File: src/rtl/crcp_pkg.sv
// Shared types, constants and functions of the CRC-checked relay command parser.
`default_nettype none

package crcp_pkg;

   localparam int MAX_FRAME   = 64;
   localparam int NUM_RELAYS  = 8;
   localparam int CNT_W       = $clog2(MAX_FRAME + 1);

   // The queue depth must be a power of two so that the pointers wrap on their own.
   localparam int QUEUE_DEPTH = 2;
   localparam int QPTR_W      = $clog2(QUEUE_DEPTH);
   localparam int QCNT_W      = $clog2(QUEUE_DEPTH + 1);

   localparam int CSR_ADDR_W = 2;
   localparam logic [CSR_ADDR_W-1:0] CSR_LINE_TERM = 2'd0;
   localparam logic [CSR_ADDR_W-1:0] CSR_CRC_SEP   = 2'd1;
   localparam logic [CSR_ADDR_W-1:0] CSR_TOKEN_SEP = 2'd2;
   localparam logic [CSR_ADDR_W-1:0] CSR_INVERT    = 2'd3;

   localparam logic [7:0]  RESET_LINE_TERM = 8'd10;
   localparam logic [7:0]  RESET_CRC_SEP   = 8'd47;
   localparam logic [7:0]  RESET_TOKEN_SEP = 8'd44;
   localparam logic [7:0]  CHAR_R          = 8'h52;
   localparam logic [7:0]  CHAR_ZERO       = 8'h30;
   localparam logic [7:0]  CHAR_NINE       = 8'h39;
   localparam logic [7:0]  CHAR_PLUS       = 8'h2B;
   localparam logic [7:0]  CHAR_MINUS      = 8'h2D;
   localparam logic [7:0]  CHAR_SPACE      = 8'h20;
   localparam logic [7:0]  CHAR_TAB        = 8'h09;
   localparam logic [7:0]  CHAR_CR         = 8'h0D;
   localparam logic [31:0] CRC_POLY        = 32'hEDB88320;

   localparam logic [NUM_RELAYS-1:0] RELAY_ALL = '1;

   typedef enum logic [1:0] {
      BK_OTHER,
      BK_TERM,
      BK_CSEP,
      BK_TSEP
   } byte_kind_type;

   typedef enum logic [1:0] {
      ROLE_CMD,
      ROLE_ID,
      ROLE_VALUE
   } role_type;

   typedef enum logic [1:0] {
      SHAPE_EMPTY,
      SHAPE_R,
      SHAPE_OTHER
   } shape_type;

   typedef enum logic [1:0] {
      ST_NONE,
      ST_ACCEPTED,
      ST_CRC_BAD,
      ST_MALFORMED
   } status_type;

   typedef struct packed {
      logic stopped;
      logic started;
      logic neg;
   } num_flags_type;

   typedef struct packed {
      logic [7:0]    data;
      byte_kind_type kind;
      logic          cut;
   } item_type;

   typedef struct packed {
      logic                  we;
      logic [CSR_ADDR_W-1:0] addr;
      logic [7:0]            wdata;
   } csr_write_type;

   // One byte of the reflected CRC-32.
   function automatic logic [31:0] crc_step(input logic [31:0] crc, input logic [7:0] b);
      logic [31:0] c;
      c = crc ^ {24'd0, b};
      for (int k = 0; k < 8; k++) begin
         c = c[0] ? ((c >> 1) ^ CRC_POLY) : (c >> 1);
      end
      return c;
   endfunction

   function automatic logic [7:0] relay_levels_f(input logic [NUM_RELAYS-1:0] rs,
                                                 input logic inv);
      logic [15:0] w;
      w = 16'(rs ^ (inv ? RELAY_ALL : '0));
      return w[7:0];
   endfunction

endpackage

`default_nettype wire

File: src/rtl/crcp_front.sv
// Front end: separator registers, byte classification and frame length cut.
`default_nettype none

module crcp_front
   import crcp_pkg::*;
(
   input  wire logic          clock,
   input  wire logic          reset,
   input  wire csr_write_type csr,
   input  wire logic          req_tvalid,
   input  wire logic [7:0]    req_tdata,
   output logic               req_tready,
   input  wire logic          queue_full,
   output logic               push,
   output item_type           push_item
);

   logic [7:0]       line_term_ff, crc_sep_ff, token_sep_ff;
   logic [CNT_W-1:0] count_ff, count_in;

   always_ff @(posedge clock) begin
      if (reset) begin
         line_term_ff <= RESET_LINE_TERM;
         crc_sep_ff   <= RESET_CRC_SEP;
         token_sep_ff <= RESET_TOKEN_SEP;
      end else if (csr.we) begin
         case (csr.addr)
            CSR_LINE_TERM: line_term_ff <= csr.wdata;
            CSR_CRC_SEP:   crc_sep_ff   <= csr.wdata;
            CSR_TOKEN_SEP: token_sep_ff <= csr.wdata;
            default: ;
         endcase
      end
   end

   always_comb begin
      req_tready     = !queue_full;
      push           = req_tvalid && !queue_full;
      push_item.data = req_tdata;
      push_item.cut  = 1'b0;
      count_in       = count_ff;

      // The terminator wins over the crc separator, which wins over the token separator.
      if (req_tdata == line_term_ff) begin
         push_item.kind = BK_TERM;
      end else if (req_tdata == crc_sep_ff) begin
         push_item.kind = BK_CSEP;
      end else if (req_tdata == token_sep_ff) begin
         push_item.kind = BK_TSEP;
      end else begin
         push_item.kind = BK_OTHER;
      end

      if (push_item.kind == BK_TERM) begin
         count_in = '0;
      end else if (count_ff == CNT_W'(MAX_FRAME - 1)) begin
         push_item.cut = 1'b1;
         count_in      = '0;
      end else begin
         count_in = count_ff + 1'b1;
      end
   end

   always_ff @(posedge clock) begin
      if (reset) begin
         count_ff <= '0;
      end else if (push) begin
         count_ff <= count_in;
      end
   end

endmodule

`default_nettype wire

File: src/rtl/crcp_queue.sv
// Short queue of classified bytes between the front end and the back end.
`default_nettype none

module crcp_queue
   import crcp_pkg::*;
(
   input  wire logic     clock,
   input  wire logic     reset,
   input  wire logic     push,
   input  wire item_type push_item,
   output logic          full,
   input  wire logic     pop,
   output item_type      pop_item,
   output logic          not_empty
);

   item_type          entry_ff [QUEUE_DEPTH];
   logic [QPTR_W-1:0] wr_ptr_ff, rd_ptr_ff;
   logic [QCNT_W-1:0] fill_ff;

   always_ff @(posedge clock) begin
      if (push) begin
         entry_ff[wr_ptr_ff] <= push_item;
      end
   end

   always_ff @(posedge clock) begin
      if (reset) begin
         wr_ptr_ff <= '0;
         rd_ptr_ff <= '0;
         fill_ff   <= '0;
      end else begin
         if (push) begin
            wr_ptr_ff <= wr_ptr_ff + 1'b1;
         end
         if (pop) begin
            rd_ptr_ff <= rd_ptr_ff + 1'b1;
         end
         if (push && !pop) begin
            fill_ff <= fill_ff + 1'b1;
         end else if (pop && !push) begin
            fill_ff <= fill_ff - 1'b1;
         end
      end
   end

   assign full      = (fill_ff == QCNT_W'(QUEUE_DEPTH));
   assign not_empty = (fill_ff != '0);
   assign pop_item  = entry_ff[rd_ptr_ff];

endmodule

`default_nettype wire

File: src/rtl/crcp_back.sv
// Back end: CRC, CRC text, token parsing, staged relay updates and the result register.
`default_nettype none

module crcp_back
   import crcp_pkg::*;
(
   input  wire logic          clock,
   input  wire logic          reset,
   input  wire csr_write_type csr,
   input  wire logic          item_valid,
   input  wire item_type      item,
   output logic               pop,
   output logic               rsp_tvalid,
   input  wire logic          rsp_tready,
   output logic [7:0]         rsp_tdata,
   output logic               rsp_tlast,
   output logic [1:0]         rsp_tuser
);

   logic [31:0]           crc_ff, crc_in;
   logic [31:0]           rcrc_ff, rcrc_in;
   logic                  ovf_ff, ovf_in;
   logic                  in_crc_ff, in_crc_in;
   logic                  stopped_ff, stopped_in;
   role_type              role_ff, role_in;
   shape_type             shape_ff, shape_in;
   logic [7:0]            nval_ff, nval_in;
   num_flags_type         flags_ff, flags_in;
   logic [3:0]            pid_ff, pid_in;
   logic                  pid_ok_ff, pid_ok_in;
   logic [NUM_RELAYS-1:0] mask_ff, mask_in;
   logic [NUM_RELAYS-1:0] vals_ff, vals_in;
   logic [NUM_RELAYS-1:0] relay_ff, relay_in;
   logic [NUM_RELAYS-1:0] id_bit;
   logic                  invert_ff;
   logic                  rsp_valid_ff, rsp_valid_in;
   logic [7:0]            rsp_data_ff, rsp_data_in;
   logic                  rsp_last_ff, rsp_last_in;
   status_type            rsp_status_ff, rsp_status_in;

   logic       is_digit, is_space, tok_end, tok_byte, frame_end, id_neg;
   logic [3:0] dval;
   logic [35:0] rcrc_wide;
   logic [11:0] nval_wide;
   status_type  status;

   always_comb begin
      pop        = item_valid && (!rsp_valid_ff || rsp_tready);
      is_digit   = item.data inside {[CHAR_ZERO:CHAR_NINE]};
      is_space   = item.data inside {CHAR_SPACE, [CHAR_TAB:CHAR_CR]};
      dval       = 4'(item.data - CHAR_ZERO);
      rcrc_wide  = ({4'd0, rcrc_ff} << 3) + ({4'd0, rcrc_ff} << 1) + 36'(dval);
      nval_wide  = ({4'd0, nval_ff} << 3) + ({4'd0, nval_ff} << 1) + 12'(dval);
      id_neg     = flags_ff.neg && (nval_ff != '0);
      for (int i = 0; i < NUM_RELAYS; i++) begin
         id_bit[i] = (pid_ff == 4'(i));
      end

      crc_in     = crc_ff;
      rcrc_in    = rcrc_ff;
      ovf_in     = ovf_ff;
      in_crc_in  = in_crc_ff;
      stopped_in = stopped_ff;
      role_in    = role_ff;
      shape_in   = shape_ff;
      nval_in    = nval_ff;
      flags_in   = flags_ff;
      pid_in     = pid_ff;
      pid_ok_in  = pid_ok_ff;
      mask_in    = mask_ff;
      vals_in    = vals_ff;
      relay_in   = relay_ff;
      tok_end    = 1'b0;
      tok_byte   = 1'b0;
      frame_end  = 1'b0;
      status     = ST_NONE;

      if (item.kind == BK_TERM) begin
         frame_end = 1'b1;
      end else begin
         if (!in_crc_ff) begin
            if (item.kind == BK_CSEP) begin
               tok_end   = 1'b1;
               in_crc_in = 1'b1;
            end else begin
               crc_in = crc_step(crc_ff, item.data);
               if (item.kind == BK_TSEP) begin
                  tok_end = 1'b1;
               end else begin
                  tok_byte = 1'b1;
               end
            end
         end else if (!stopped_ff) begin
            // CRC digits run until the first non-digit or until the value leaves 32 bits.
            if (is_digit) begin
               if (rcrc_wide[35:32] != '0) begin
                  ovf_in     = 1'b1;
                  stopped_in = 1'b1;
               end else begin
                  rcrc_in = rcrc_wide[31:0];
               end
            end else begin
               stopped_in = 1'b1;
            end
         end
         frame_end = item.cut;
      end

      if (tok_byte) begin
         if (role_ff == ROLE_CMD) begin
            shape_in = (shape_ff == SHAPE_EMPTY && item.data == CHAR_R) ? SHAPE_R : SHAPE_OTHER;
         end else if (!flags_ff.stopped) begin
            if (is_digit) begin
               nval_in          = (nval_wide > 12'd255) ? 8'hFF : nval_wide[7:0];
               flags_in.started = 1'b1;
            end else if (!flags_ff.started && is_space) begin
               flags_in = flags_ff;
            end else if (!flags_ff.started &&
                         (item.data == CHAR_PLUS || item.data == CHAR_MINUS)) begin
               flags_in.started = 1'b1;
               flags_in.neg     = (item.data == CHAR_MINUS);
            end else begin
               flags_in.stopped = 1'b1;
            end
         end
      end

      if (tok_end) begin
         case (role_ff)
            ROLE_CMD: begin
               if (shape_ff == SHAPE_R) begin
                  role_in = ROLE_ID;
               end
            end
            ROLE_ID: begin
               pid_ok_in = !id_neg && (nval_ff < 8'(NUM_RELAYS));
               pid_in    = nval_ff[3:0];
               role_in   = ROLE_VALUE;
            end
            ROLE_VALUE: begin
               if (pid_ok_ff) begin
                  mask_in = mask_ff | id_bit;
                  vals_in = (nval_ff != '0) ? (vals_ff | id_bit) : (vals_ff & ~id_bit);
               end
               role_in = ROLE_CMD;
            end
            default: role_in = ROLE_CMD;
         endcase
         shape_in = SHAPE_EMPTY;
         nval_in  = '0;
         flags_in = '0;
      end

      if (frame_end) begin
         if (!in_crc_in) begin
            status = ST_MALFORMED;
         end else if (!ovf_in && rcrc_in == ~crc_in) begin
            relay_in = (relay_ff & ~mask_in) | (vals_in & mask_in);
            status   = ST_ACCEPTED;
         end else begin
            status = ST_CRC_BAD;
         end
         crc_in     = '1;
         rcrc_in    = '0;
         ovf_in     = 1'b0;
         in_crc_in  = 1'b0;
         stopped_in = 1'b0;
         role_in    = ROLE_CMD;
         shape_in   = SHAPE_EMPTY;
         nval_in    = '0;
         flags_in   = '0;
         pid_in     = '0;
         pid_ok_in  = 1'b0;
         mask_in    = '0;
         vals_in    = '0;
      end

      rsp_valid_in  = rsp_valid_ff && !rsp_tready;
      rsp_data_in   = rsp_data_ff;
      rsp_last_in   = rsp_last_ff;
      rsp_status_in = rsp_status_ff;
      if (pop) begin
         rsp_valid_in  = 1'b1;
         rsp_data_in   = relay_levels_f(relay_in, invert_ff);
         rsp_last_in   = frame_end;
         rsp_status_in = status;
      end
   end

   always_ff @(posedge clock) begin
      if (reset) begin
         crc_ff     <= '1;
         rcrc_ff    <= '0;
         ovf_ff     <= 1'b0;
         in_crc_ff  <= 1'b0;
         stopped_ff <= 1'b0;
         role_ff    <= ROLE_CMD;
         shape_ff   <= SHAPE_EMPTY;
         nval_ff    <= '0;
         flags_ff   <= '0;
         pid_ff     <= '0;
         pid_ok_ff  <= 1'b0;
         mask_ff    <= '0;
         vals_ff    <= '0;
         relay_ff   <= '0;
      end else if (pop) begin
         crc_ff     <= crc_in;
         rcrc_ff    <= rcrc_in;
         ovf_ff     <= ovf_in;
         in_crc_ff  <= in_crc_in;
         stopped_ff <= stopped_in;
         role_ff    <= role_in;
         shape_ff   <= shape_in;
         nval_ff    <= nval_in;
         flags_ff   <= flags_in;
         pid_ff     <= pid_in;
         pid_ok_ff  <= pid_ok_in;
         mask_ff    <= mask_in;
         vals_ff    <= vals_in;
         relay_ff   <= relay_in;
      end
   end

   always_ff @(posedge clock) begin
      if (reset) begin
         invert_ff <= 1'b1;
      end else if (csr.we && csr.addr == CSR_INVERT) begin
         invert_ff <= csr.wdata[0];
      end
   end

   always_ff @(posedge clock) begin
      if (reset) begin
         rsp_valid_ff <= 1'b0;
      end else begin
         rsp_valid_ff <= rsp_valid_in;
      end
      rsp_data_ff   <= rsp_data_in;
      rsp_last_ff   <= rsp_last_in;
      rsp_status_ff <= rsp_status_in;
   end

   assign rsp_tvalid = rsp_valid_ff;
   assign rsp_tdata  = rsp_data_ff;
   assign rsp_tlast  = rsp_last_ff;
   assign rsp_tuser  = rsp_status_ff;

endmodule

`default_nettype wire

File: src/rtl/crc_checked_relay_command_parser_unit.sv
// Top level of the CRC-checked relay command parser.
// Usage:
// Bytes of a serial command line enter on the req_ channel, one byte per beat. Every
// byte gives exactly one result beat on the rsp_ channel, in order. rsp_tdata carries
// the relay pin levels after polarity; rsp_tlast is high when the byte ended a frame
// (terminator or length cut); rsp_tuser carries the frame status: none, accepted,
// CRC mismatch or overflow, malformed.
// The csr_ port writes the terminator, the two separators and the output polarity;
// write it only while no beat is in flight.
// An accepted byte is first written into the queue; the back end pops it and loads
// its result into the result register on the rsp_ port. Throughput: one byte per
// clock while rsp_tready is high; the back end steps CRC and tokens per popped byte.
// Reset clears the frame state, turns all relays off and restores the register
// defaults; no clearing pass is needed, so req_tready is high right after reset.
// When rsp_tready is low the result holds, the two-entry queue fills, and then
// req_tready drops until the receiver takes a beat.
`default_nettype none

module crc_checked_relay_command_parser_unit
   import crcp_pkg::*;
(
   input  wire logic                  clock,
   input  wire logic                  reset,
   input  wire logic                  req_tvalid,
   output logic                       req_tready,
   input  wire logic [7:0]            req_tdata,   // [7:0] rx_byte
   output logic                       rsp_tvalid,
   input  wire logic                  rsp_tready,
   output logic [7:0]                 rsp_tdata,   // [7:0] relay_levels
   output logic                       rsp_tlast,   // frame_done
   output logic [1:0]                 rsp_tuser,   // [1:0] frame_status
   input  wire logic                  csr_we,
   input  wire logic [CSR_ADDR_W-1:0] csr_addr,
   input  wire logic [7:0]            csr_wdata
);

   csr_write_type csr;
   item_type      push_item, pop_item;
   logic          push, pop, queue_full, queue_valid;

   assign csr.we    = csr_we;
   assign csr.addr  = csr_addr;
   assign csr.wdata = csr_wdata;

   crcp_front u_front (
      .clock      (clock),
      .reset      (reset),
      .csr        (csr),
      .req_tvalid (req_tvalid),
      .req_tdata  (req_tdata),
      .req_tready (req_tready),
      .queue_full (queue_full),
      .push       (push),
      .push_item  (push_item)
   );

   crcp_queue u_queue (
      .clock     (clock),
      .reset     (reset),
      .push      (push),
      .push_item (push_item),
      .full      (queue_full),
      .pop       (pop),
      .pop_item  (pop_item),
      .not_empty (queue_valid)
   );

   crcp_back u_back (
      .clock      (clock),
      .reset      (reset),
      .csr        (csr),
      .item_valid (queue_valid),
      .item       (pop_item),
      .pop        (pop),
      .rsp_tvalid (rsp_tvalid),
      .rsp_tready (rsp_tready),
      .rsp_tdata  (rsp_tdata),
      .rsp_tlast  (rsp_tlast),
      .rsp_tuser  (rsp_tuser)
   );

endmodule

`default_nettype wire

File: config.mk
export PLATFORM = sky130hd
export DESIGN_NAME = crc_checked_relay_command_parser_unit
export DESIGN_NICKNAME = d
export VERILOG_FILES = /design/src/rtl/crcp_pkg.sv /design/src/rtl/crcp_front.sv /design/src/rtl/crcp_queue.sv /design/src/rtl/crcp_back.sv /design/src/rtl/crc_checked_relay_command_parser_unit.sv
export SDC_FILE = /design/constraint.sdc
export NUM_CORES = 1
export LEC_CHECK = 0
export BUFFER_PORTS_ARGS = -buffer_cell sky130_fd_sc_hd__buf_2
export CAP_MARGIN = 20
export CORE_MARGIN = 4
export CORE_UTILIZATION = 50
export CTS_CLUSTER_DIAMETER = 100
export DETAILED_ROUTE_END_ITERATION = 8
export PLACE_DENSITY_LB_ADDON = 0.15
export SETUP_SLACK_MARGIN = 0.02
export SKIP_CTS_REPAIR_TIMING = 1
export SLEW_MARGIN = 20
export SYNTH_ARGS = -nofsm -noshare
export SYNTH_HDL_FRONTEND = slang
export SYNTH_HIERARCHICAL = 1
export SYNTH_SLANG_ARGS = --single-unit
File: constraint.sdc
create_clock -name clock -period 6.2 [get_ports clock]
set_input_delay 0.31 -clock clock [delete_from_list [all_inputs] [get_ports clock]]
set_output_delay 0.31 -clock clock [all_outputs]
set_load 0.02 [all_outputs]
==> flow_summary.ini, run 1 <==
[sta]
postLayoutSetupSlackWorst_ps = 291
rsz_0062_raised_after_global_routing = false
period_share = 0.953
finalHoldViolCount = 0
setup_viol_count_final = 0
skew_ps = 16.1
fin_worst_hold_slack_ps = 126
maxClockFrequency_mhz = 169
tightestPinTransition_ps = 1090
setup_total_negative_slack_ps = 0
report.final.slew_viol_count = 0
final_period_minus_worst_setup_slack_ps = 5910
max_slew_headroom = 0.268

[routing]
totalWireLength_um = 33500
ant_nets = 0
post_drt_via_cell_ratio = 5.90
detail_route.first_pass.iterations = 5
initialDrtViolationCount = 855
post-route-drc-count = 0
drt-wirelength-per-cell_um = 18.7
vias = 10600

[clock_network]
clk_pin_slew_ps = 80
worst_case_clock_buffer_depth = 2
tritoncts = done
cts_root_buf = sky130_fd_sc_hd__clkbuf_16
tritoncts.num_buffers = 17
ctsHtreeMaxLevel = 4
clkLatencyLatePin_ps = 440
clock_sink_count = 182

[floorplan]
rows = 57
coreArea_um2 = 24500
die-width_um = 167
ioPinCount = 36
initial_standard_cell_utilization_of_the_core = 0.513
dieArea_um2 = 27800
chipHeight_um = 167

[synthesis]
post_synth_fa_ha_maj_area_fraction = 0.0859
mux_share_of_post_synthesis_cell_area = 0.0448
asyncSetResetFlopFracSynth = 0
synth_simple_gate_area_frac = 0.189
post_synth_inst_count = 1453
ys_types = 96
synthesis.nets = 1560
number_of_synthesized_register_bits = 182
sequential_cell_area_fraction_in_the_yosys_report = 0.316
ys.warnings.count = 6
ys_dominant_reg_cell = sky130_fd_sc_hd__dfxtp_1
synth_enable_flop_cells = 33
combinational_family_with_the_most_area_after_synthesis = compound AO/OA/AOI/OAI gates
post_synth_design_cell_area_um2 = 12600
syn_avg_cell_area_um2 = 8.67
parity_gate_share_of_the_synthesized_area_counting_xor_and_xnor_cells = 0.125
compound_cell_area_share_of_the_yosys_netlist = 0.199

[finish]
area.growth.synth_to_final_pct = 8.00
final_cell_mix = sky130_fd_sc_hd__nand2_1, sky130_fd_sc_hd__dfxtp_1, sky130_fd_sc_hd__nor2_1
share_of_cells_above_drive_strength_1 = 0.113
final-instance-count-excl-fill = 1796
final_common_cell = sky130_fd_sc_hd__nand2_1
final_util = 0.554
layout_top_registers = u_back/crc_ff: 32 flops, u_back/rcrc_ff: 32 flops, u_queue/entry_ff: 22 flops
layout.nets = 1566
stdcell_area_um2 = 13600
insertedDiodeCount = 0

[place]
place.gp.congestion = 0.920
io_buffers = 35
place_worst_setup_slack_ps = 353
dpl-instance-area_um2 = 13000
placedCellCount = 1764
hpwlAfterDp_um = 25100

[pwr]
power_density_over_the_cells_nw_per_um2 = 463
max-vdd-ir-drop_mv = 0.313
static-leakage-power_nw = 5.52
finalPower_mw = 6.30

[setup_path]
critPathCapture = u_back/relay_ff[7]$_SDFFE_PP0P_
critical_path.startpoint_type = register
critPathMaxStageDelay_ps = 490
crit_arrival_ps = 6200
timing_worst_setup_path_type = reg2reg
timing.critical_path.fanout_max = 11
timing.reg2reg.setup_slack_ps = 290
crit_required_ps = 6490
timing.reg2reg.worst_path_depth = 19
crit_buf_inv = 3
largest_delay_share_family_worst_path = compound AO/OA/AOI/OAI gates
r2r-end = u_back/relay_ff[7]$_SDFFE_PP0P_
critPathCaptureType = register
chain_of_cells_forming_the_critical_path = mux2_2, inv_1, fa_1, fa_1, nand2b_1, a211oi_2, o211ai_2, a311o_1, and3b_1, o21ai_2, nor3_2, buf_4, o31a_1, a2111o_1, nor4_4, buf_4, nand2_1, nor2_2, a211oi_2
cp_num_cells = 19
crit_slowest_cell = sky130_fd_sc_hd__fa_1

[flow_run]
max_cap_violations = 0

[global_routing]
grt_antenna_before_repair = 0
grt_start_max_net_pins = 62
grt_usage = 0.238
grt_first_pass_wirelength_um = 53900
grt-ovfl-total = 0
via_count_of_the_first_global_routing_pass = 9930

[worst_hold_path]
timing.hold.worst.start = csr_wdata[1]
hold_class = in2reg

[run_status]
result_of_the_run = complete, no violations
[per-layer routing]
metal	vias up	global-route usage	routed length (µm)
li1	5238	-	-
met1	5020	0.344	15900
met2	318	0.372	15000
met3	20	0.0507	2300
met4	0	0.0427	357
met5	-	0	0
[layout make-up]
type,count,area [µm²]
well taps,324,405
fillers,2317,10900
clock inverters,14,159
repair buffers,60,365
clock buffers,18,429
flip-flops and latches,182,3970
multi-input cells,1160,8120
inverters,38,143
[where the power goes]
part / total (mW) / internal, mW / switching (mW)
sequential: 1.48 / 1.36 / 0.115
clock: 1.07 / 0.541 / 0.526
combinational: 3.76 / 1.50 / 2.26
total: 6.30 / 3.40 / 2.90
[Yosys cell counts (8+ instances only)]
cell,count,share of area
sky130_fd_sc_hd__nor2b_1,13,0.0065
sky130_fd_sc_hd__nand2_1,166,0.049
sky130_fd_sc_hd__a21oi_1,101,0.040
sky130_fd_sc_hd__a21o_1,15,0.0089
sky130_fd_sc_hd__o21ai_1,10,0.0040
sky130_fd_sc_hd__or2_2,11,0.0055
sky130_fd_sc_hd__edfxtp_1,33,0.079
sky130_fd_sc_hd__buf_4,11,0.0066
sky130_fd_sc_hd__nor2_1,148,0.044
sky130_fd_sc_hd__and2_1,15,0.0075
sky130_fd_sc_hd__xor2_1,56,0.039
sky130_fd_sc_hd__xnor2_1,80,0.056
sky130_fd_sc_hd__a211oi_2,10,0.0099
sky130_fd_sc_hd__nor3_1,15,0.0060
sky130_fd_sc_hd__dfxtp_1,149,0.24
sky130_fd_sc_hd__nand3b_1,8,0.0048
sky130_fd_sc_hd__a22oi_1,39,0.023
sky130_fd_sc_hd__nand4_1,13,0.0065
sky130_fd_sc_hd__mux2_2,15,0.013
sky130_fd_sc_hd__clkbuf_1,42,0.013
sky130_fd_sc_hd__o21ai_0,56,0.022
sky130_fd_sc_hd__a31oi_1,33,0.016
sky130_fd_sc_hd__buf_2,13,0.0052
sky130_fd_sc_hd__nor4_1,9,0.0045
sky130_fd_sc_hd__mux2i_1,38,0.030
sky130_fd_sc_hd__inv_1,37,0.011
sky130_fd_sc_hd__nand2b_1,21,0.010
sky130_fd_sc_hd__a211o_1,8,0.0056
sky130_fd_sc_hd__nand3_1,34,0.014
sky130_fd_sc_hd__o211ai_1,26,0.016
sky130_fd_sc_hd__ha_1,80,0.079
[how the worst min path moves through the flow]
stage | cells past startpoint | slack (ps) | to
after detailed placement | 2 | 440 | u_front/count_ff[6]$_SDFFE_PP0P_
after global routing | 2 | 110 | u_front/line_term_ff[1]$_SDFFE_PP1P_
final | 2 | 130 | u_front/line_term_ff[1]$_SDFFE_PP1P_
after floorplan | 1 | 380 | u_queue/fill_ff[1]$_SDFFE_PP0P_
after CTS | 2 | 100 | u_front/line_term_ff[1]$_SDFFE_PP1P_
after global placement | 2 | 440 | u_back/stopped_ff$_SDFFE_PP0P_
[worst register-to-register path, stage by stage (launching register included)]
cell                       delay (ps)
sky130_fd_sc_hd__dfxtp_1          400
sky130_fd_sc_hd__mux2_2           370
sky130_fd_sc_hd__inv_1            110
sky130_fd_sc_hd__fa_1             460
sky130_fd_sc_hd__fa_1             490
sky130_fd_sc_hd__nand2b_1         200
sky130_fd_sc_hd__a211oi_2         310
sky130_fd_sc_hd__o211ai_2         220
sky130_fd_sc_hd__a311o_1          420
sky130_fd_sc_hd__and3b_1          220
sky130_fd_sc_hd__o21ai_2          260
sky130_fd_sc_hd__nor3_2            80
sky130_fd_sc_hd__buf_4            180
sky130_fd_sc_hd__o31a_1           310
sky130_fd_sc_hd__a2111o_1         450
sky130_fd_sc_hd__nor4_4           390
sky130_fd_sc_hd__buf_4            230
sky130_fd_sc_hd__nand2_1          100
sky130_fd_sc_hd__nor2_2           430
sky130_fd_sc_hd__a211oi_2         140
[logic make-up (layout without fill, tap and decap cells)]
kind of cell | Yosys count | in the layout
AND/OR/NAND/NOR | 492 | 492
AO/OA/AOI/OAI | 376 | 376
flip-flops | 182 | 182
XOR/XNOR | 154 | 154
buffers and inverters | 111 | 130
adder cells (fa/ha/maj) | 84 | 84
multiplexers | 54 | 54
Power figures use the tool's default switching activity.
==> run 2, diff against run 1 <==
- clock period: 6.2 -> 5.95 ns (I/O delays scaled with it)
==> run 2 against run 1 <==
Count of clock-buffer cells in the layout increased by 1. Critical endpoint unchanged. Sequential share of layout area about the same. Clock skew increased by 6.8 ps. Clock power increased by 6%. Flip-flop and latch count unchanged. Critical path type unchanged. First-iteration DRC count increased by 14%. Largest cell class unchanged. Routed wire length increased by 1.9%. Setup slack improved by 73 ps. Maximum frequency increased by 5.8%.
==> flow_summary.ini, run 2 (synthesized netlist as in run 1, its figures left out) <==
[global_routing]
via_count_of_the_first_global_routing_pass = 9978
grt-ovfl-total = 0
grt_antenna_before_repair = 0
grt_usage = 0.242
grt_start_max_net_pins = 81
grt_first_pass_wirelength_um = 55000

[setup_path]
largest_delay_share_family_worst_path = compound AO/OA/AOI/OAI gates
crit_slowest_cell = sky130_fd_sc_hd__fa_1
crit_buf_inv = 2
timing.critical_path.fanout_max = 9
critPathMaxStageDelay_ps = 470
chain_of_cells_forming_the_critical_path = mux2_2, inv_1, fa_1, fa_1, nand2b_1, a211oi_2, o211ai_2, a311o_1, and3b_1, o21ai_2, nor3_2, o31a_1, a2111o_1, nor4_4, buf_4, nand2_1, nor2_4, a211oi_2
crit_arrival_ps = 5870
critical_path.startpoint_type = register
timing_worst_setup_path_type = reg2reg
critPathCaptureType = register
crit_required_ps = 6240

[routing]
initialDrtViolationCount = 973
post_drt_via_cell_ratio = 5.96
drt-wirelength-per-cell_um = 19.0
post-route-drc-count = 0
ant_nets = 0
detail_route.first_pass.iterations = 6
totalWireLength_um = 34200
vias = 10700

[finish]
final_common_cell = sky130_fd_sc_hd__nand2_1
final_cell_mix = sky130_fd_sc_hd__nand2_1, sky130_fd_sc_hd__dfxtp_1, sky130_fd_sc_hd__nor2_1
final_util = 0.555
area.growth.synth_to_final_pct = 8.16
share_of_cells_above_drive_strength_1 = 0.114
layout.nets = 1567
layout_top_registers = u_back/crc_ff: 32 flops, u_back/rcrc_ff: 32 flops, u_queue/entry_ff: 22 flops
n_fill_cell = 2301
insertedDiodeCount = 0

[sta]
period_share = 0.939
maxClockFrequency_mhz = 179
finalHoldViolCount = 0
rsz_0062_raised_after_global_routing = false
tightestPinTransition_ps = 1150
final_period_minus_worst_setup_slack_ps = 5590
report.final.slew_viol_count = 0
setup_total_negative_slack_ps = 0
skew_ps = 22.9
max_slew_headroom = 0.232
fin_worst_hold_slack_ps = 116
postLayoutSetupSlackWorst_ps = 364
setup_viol_count_final = 0

[floorplan]
dieArea_um2 = 27800
initial_standard_cell_utilization_of_the_core = 0.513
chipHeight_um = 167
rows = 57
coreArea_um2 = 24500
ioPinCount = 36
die-width_um = 167

[clock_network]
cts_root_buf = sky130_fd_sc_hd__clkbuf_16
clock_sink_count = 182
tritoncts.num_buffers = 17
ctsHtreeMaxLevel = 4
worst_case_clock_buffer_depth = 2
clk_pin_slew_ps = 70
clkLatencyLatePin_ps = 450
tritoncts = done

[place]
io_buffers = 35
hpwlAfterDp_um = 25500
place_worst_setup_slack_ps = 270
place.gp.congestion = 0.962

[run_status]
result_of_the_run = complete, no violations

[flow_run]
max_cap_violations = 0

[pwr]
power_density_over_the_cells_nw_per_um2 = 478
static-leakage-power_nw = 5.53
max-vdd-ir-drop_mv = 0.323
finalPower_mw = 6.51

[worst_hold_path]
hold_class = in2reg
run 2: cell types whose count changed in the layout (fill, tap and decap cells not counted), sizes merged:
| cell | before | now |
|---|---|---|
| clkbuf | 18 | 20 |
| clkinv | 8 | 7 |
run 2: cell type report:
class | instances | area [µm²] | share of cell area
Clock buffer | 19 | 454 | 0.0334
Clock inverter | 13 | 133 | 0.00974
Inverter | 38 | 143 | 0.0105
Multi-Input combinational cell | 1160 | 8140 | 0.597
Sequential cell | 182 | 3970 | 0.292
Tap cell | 324 | 405 | 0.0298
Timing Repair Buffer | 61 | 373 | 0.0274
run 2: worst min-delay path, stage by stage:
cell	delay [ps]
sky130_fd_sc_hd__buf_2	120
sky130_fd_sc_hd__nand2_1	50
sky130_fd_sc_hd__a21oi_1	50
run 2: per-layer routing:
layer  global-route usage  wire length [µm]  up-vias
met5                    0                 0        -
met4               0.0491               473        0
met3               0.0486              2360       41
met2                0.371             15100      337
met1                0.356             16200     5089
li1                     -                 -     5244
run 2: worst paths after layout:
path                                 start                                 end  slack [ps]  cells after the start
max                               register     u_back/relay_ff[7]$_SDFFE_PP0P_         360                     18
max reg2reg                       register     u_back/relay_ff[7]$_SDFFE_PP0P_         360                     18
min reg2reg  u_back/pid_ok_ff$_SDFFE_PP0P_       u_back/pid_ok_ff$_SDFFE_PP0P_         460                      2
min                           csr_wdata[7]  u_front/crc_sep_ff[7]$_SDFFE_PP0P_         120                      3
run 2: through the flow:
stage                     area [µm²]  std cells
after global placement         13000       1762
after floorplan                12600       1453
after CTS                      13600       1794
final                          13600       1797
after global routing           13600       1797
after detailed placement       13000       1762
run 2: power by group:
part | switching (mW) | total [mW] | internal [mW]
Sequential | 0.123 | 1.54 | 1.42
Clock | 0.549 | 1.13 | 0.583
Combinational | 2.29 | 3.84 | 1.55
Total | 2.96 | 6.51 | 3.55
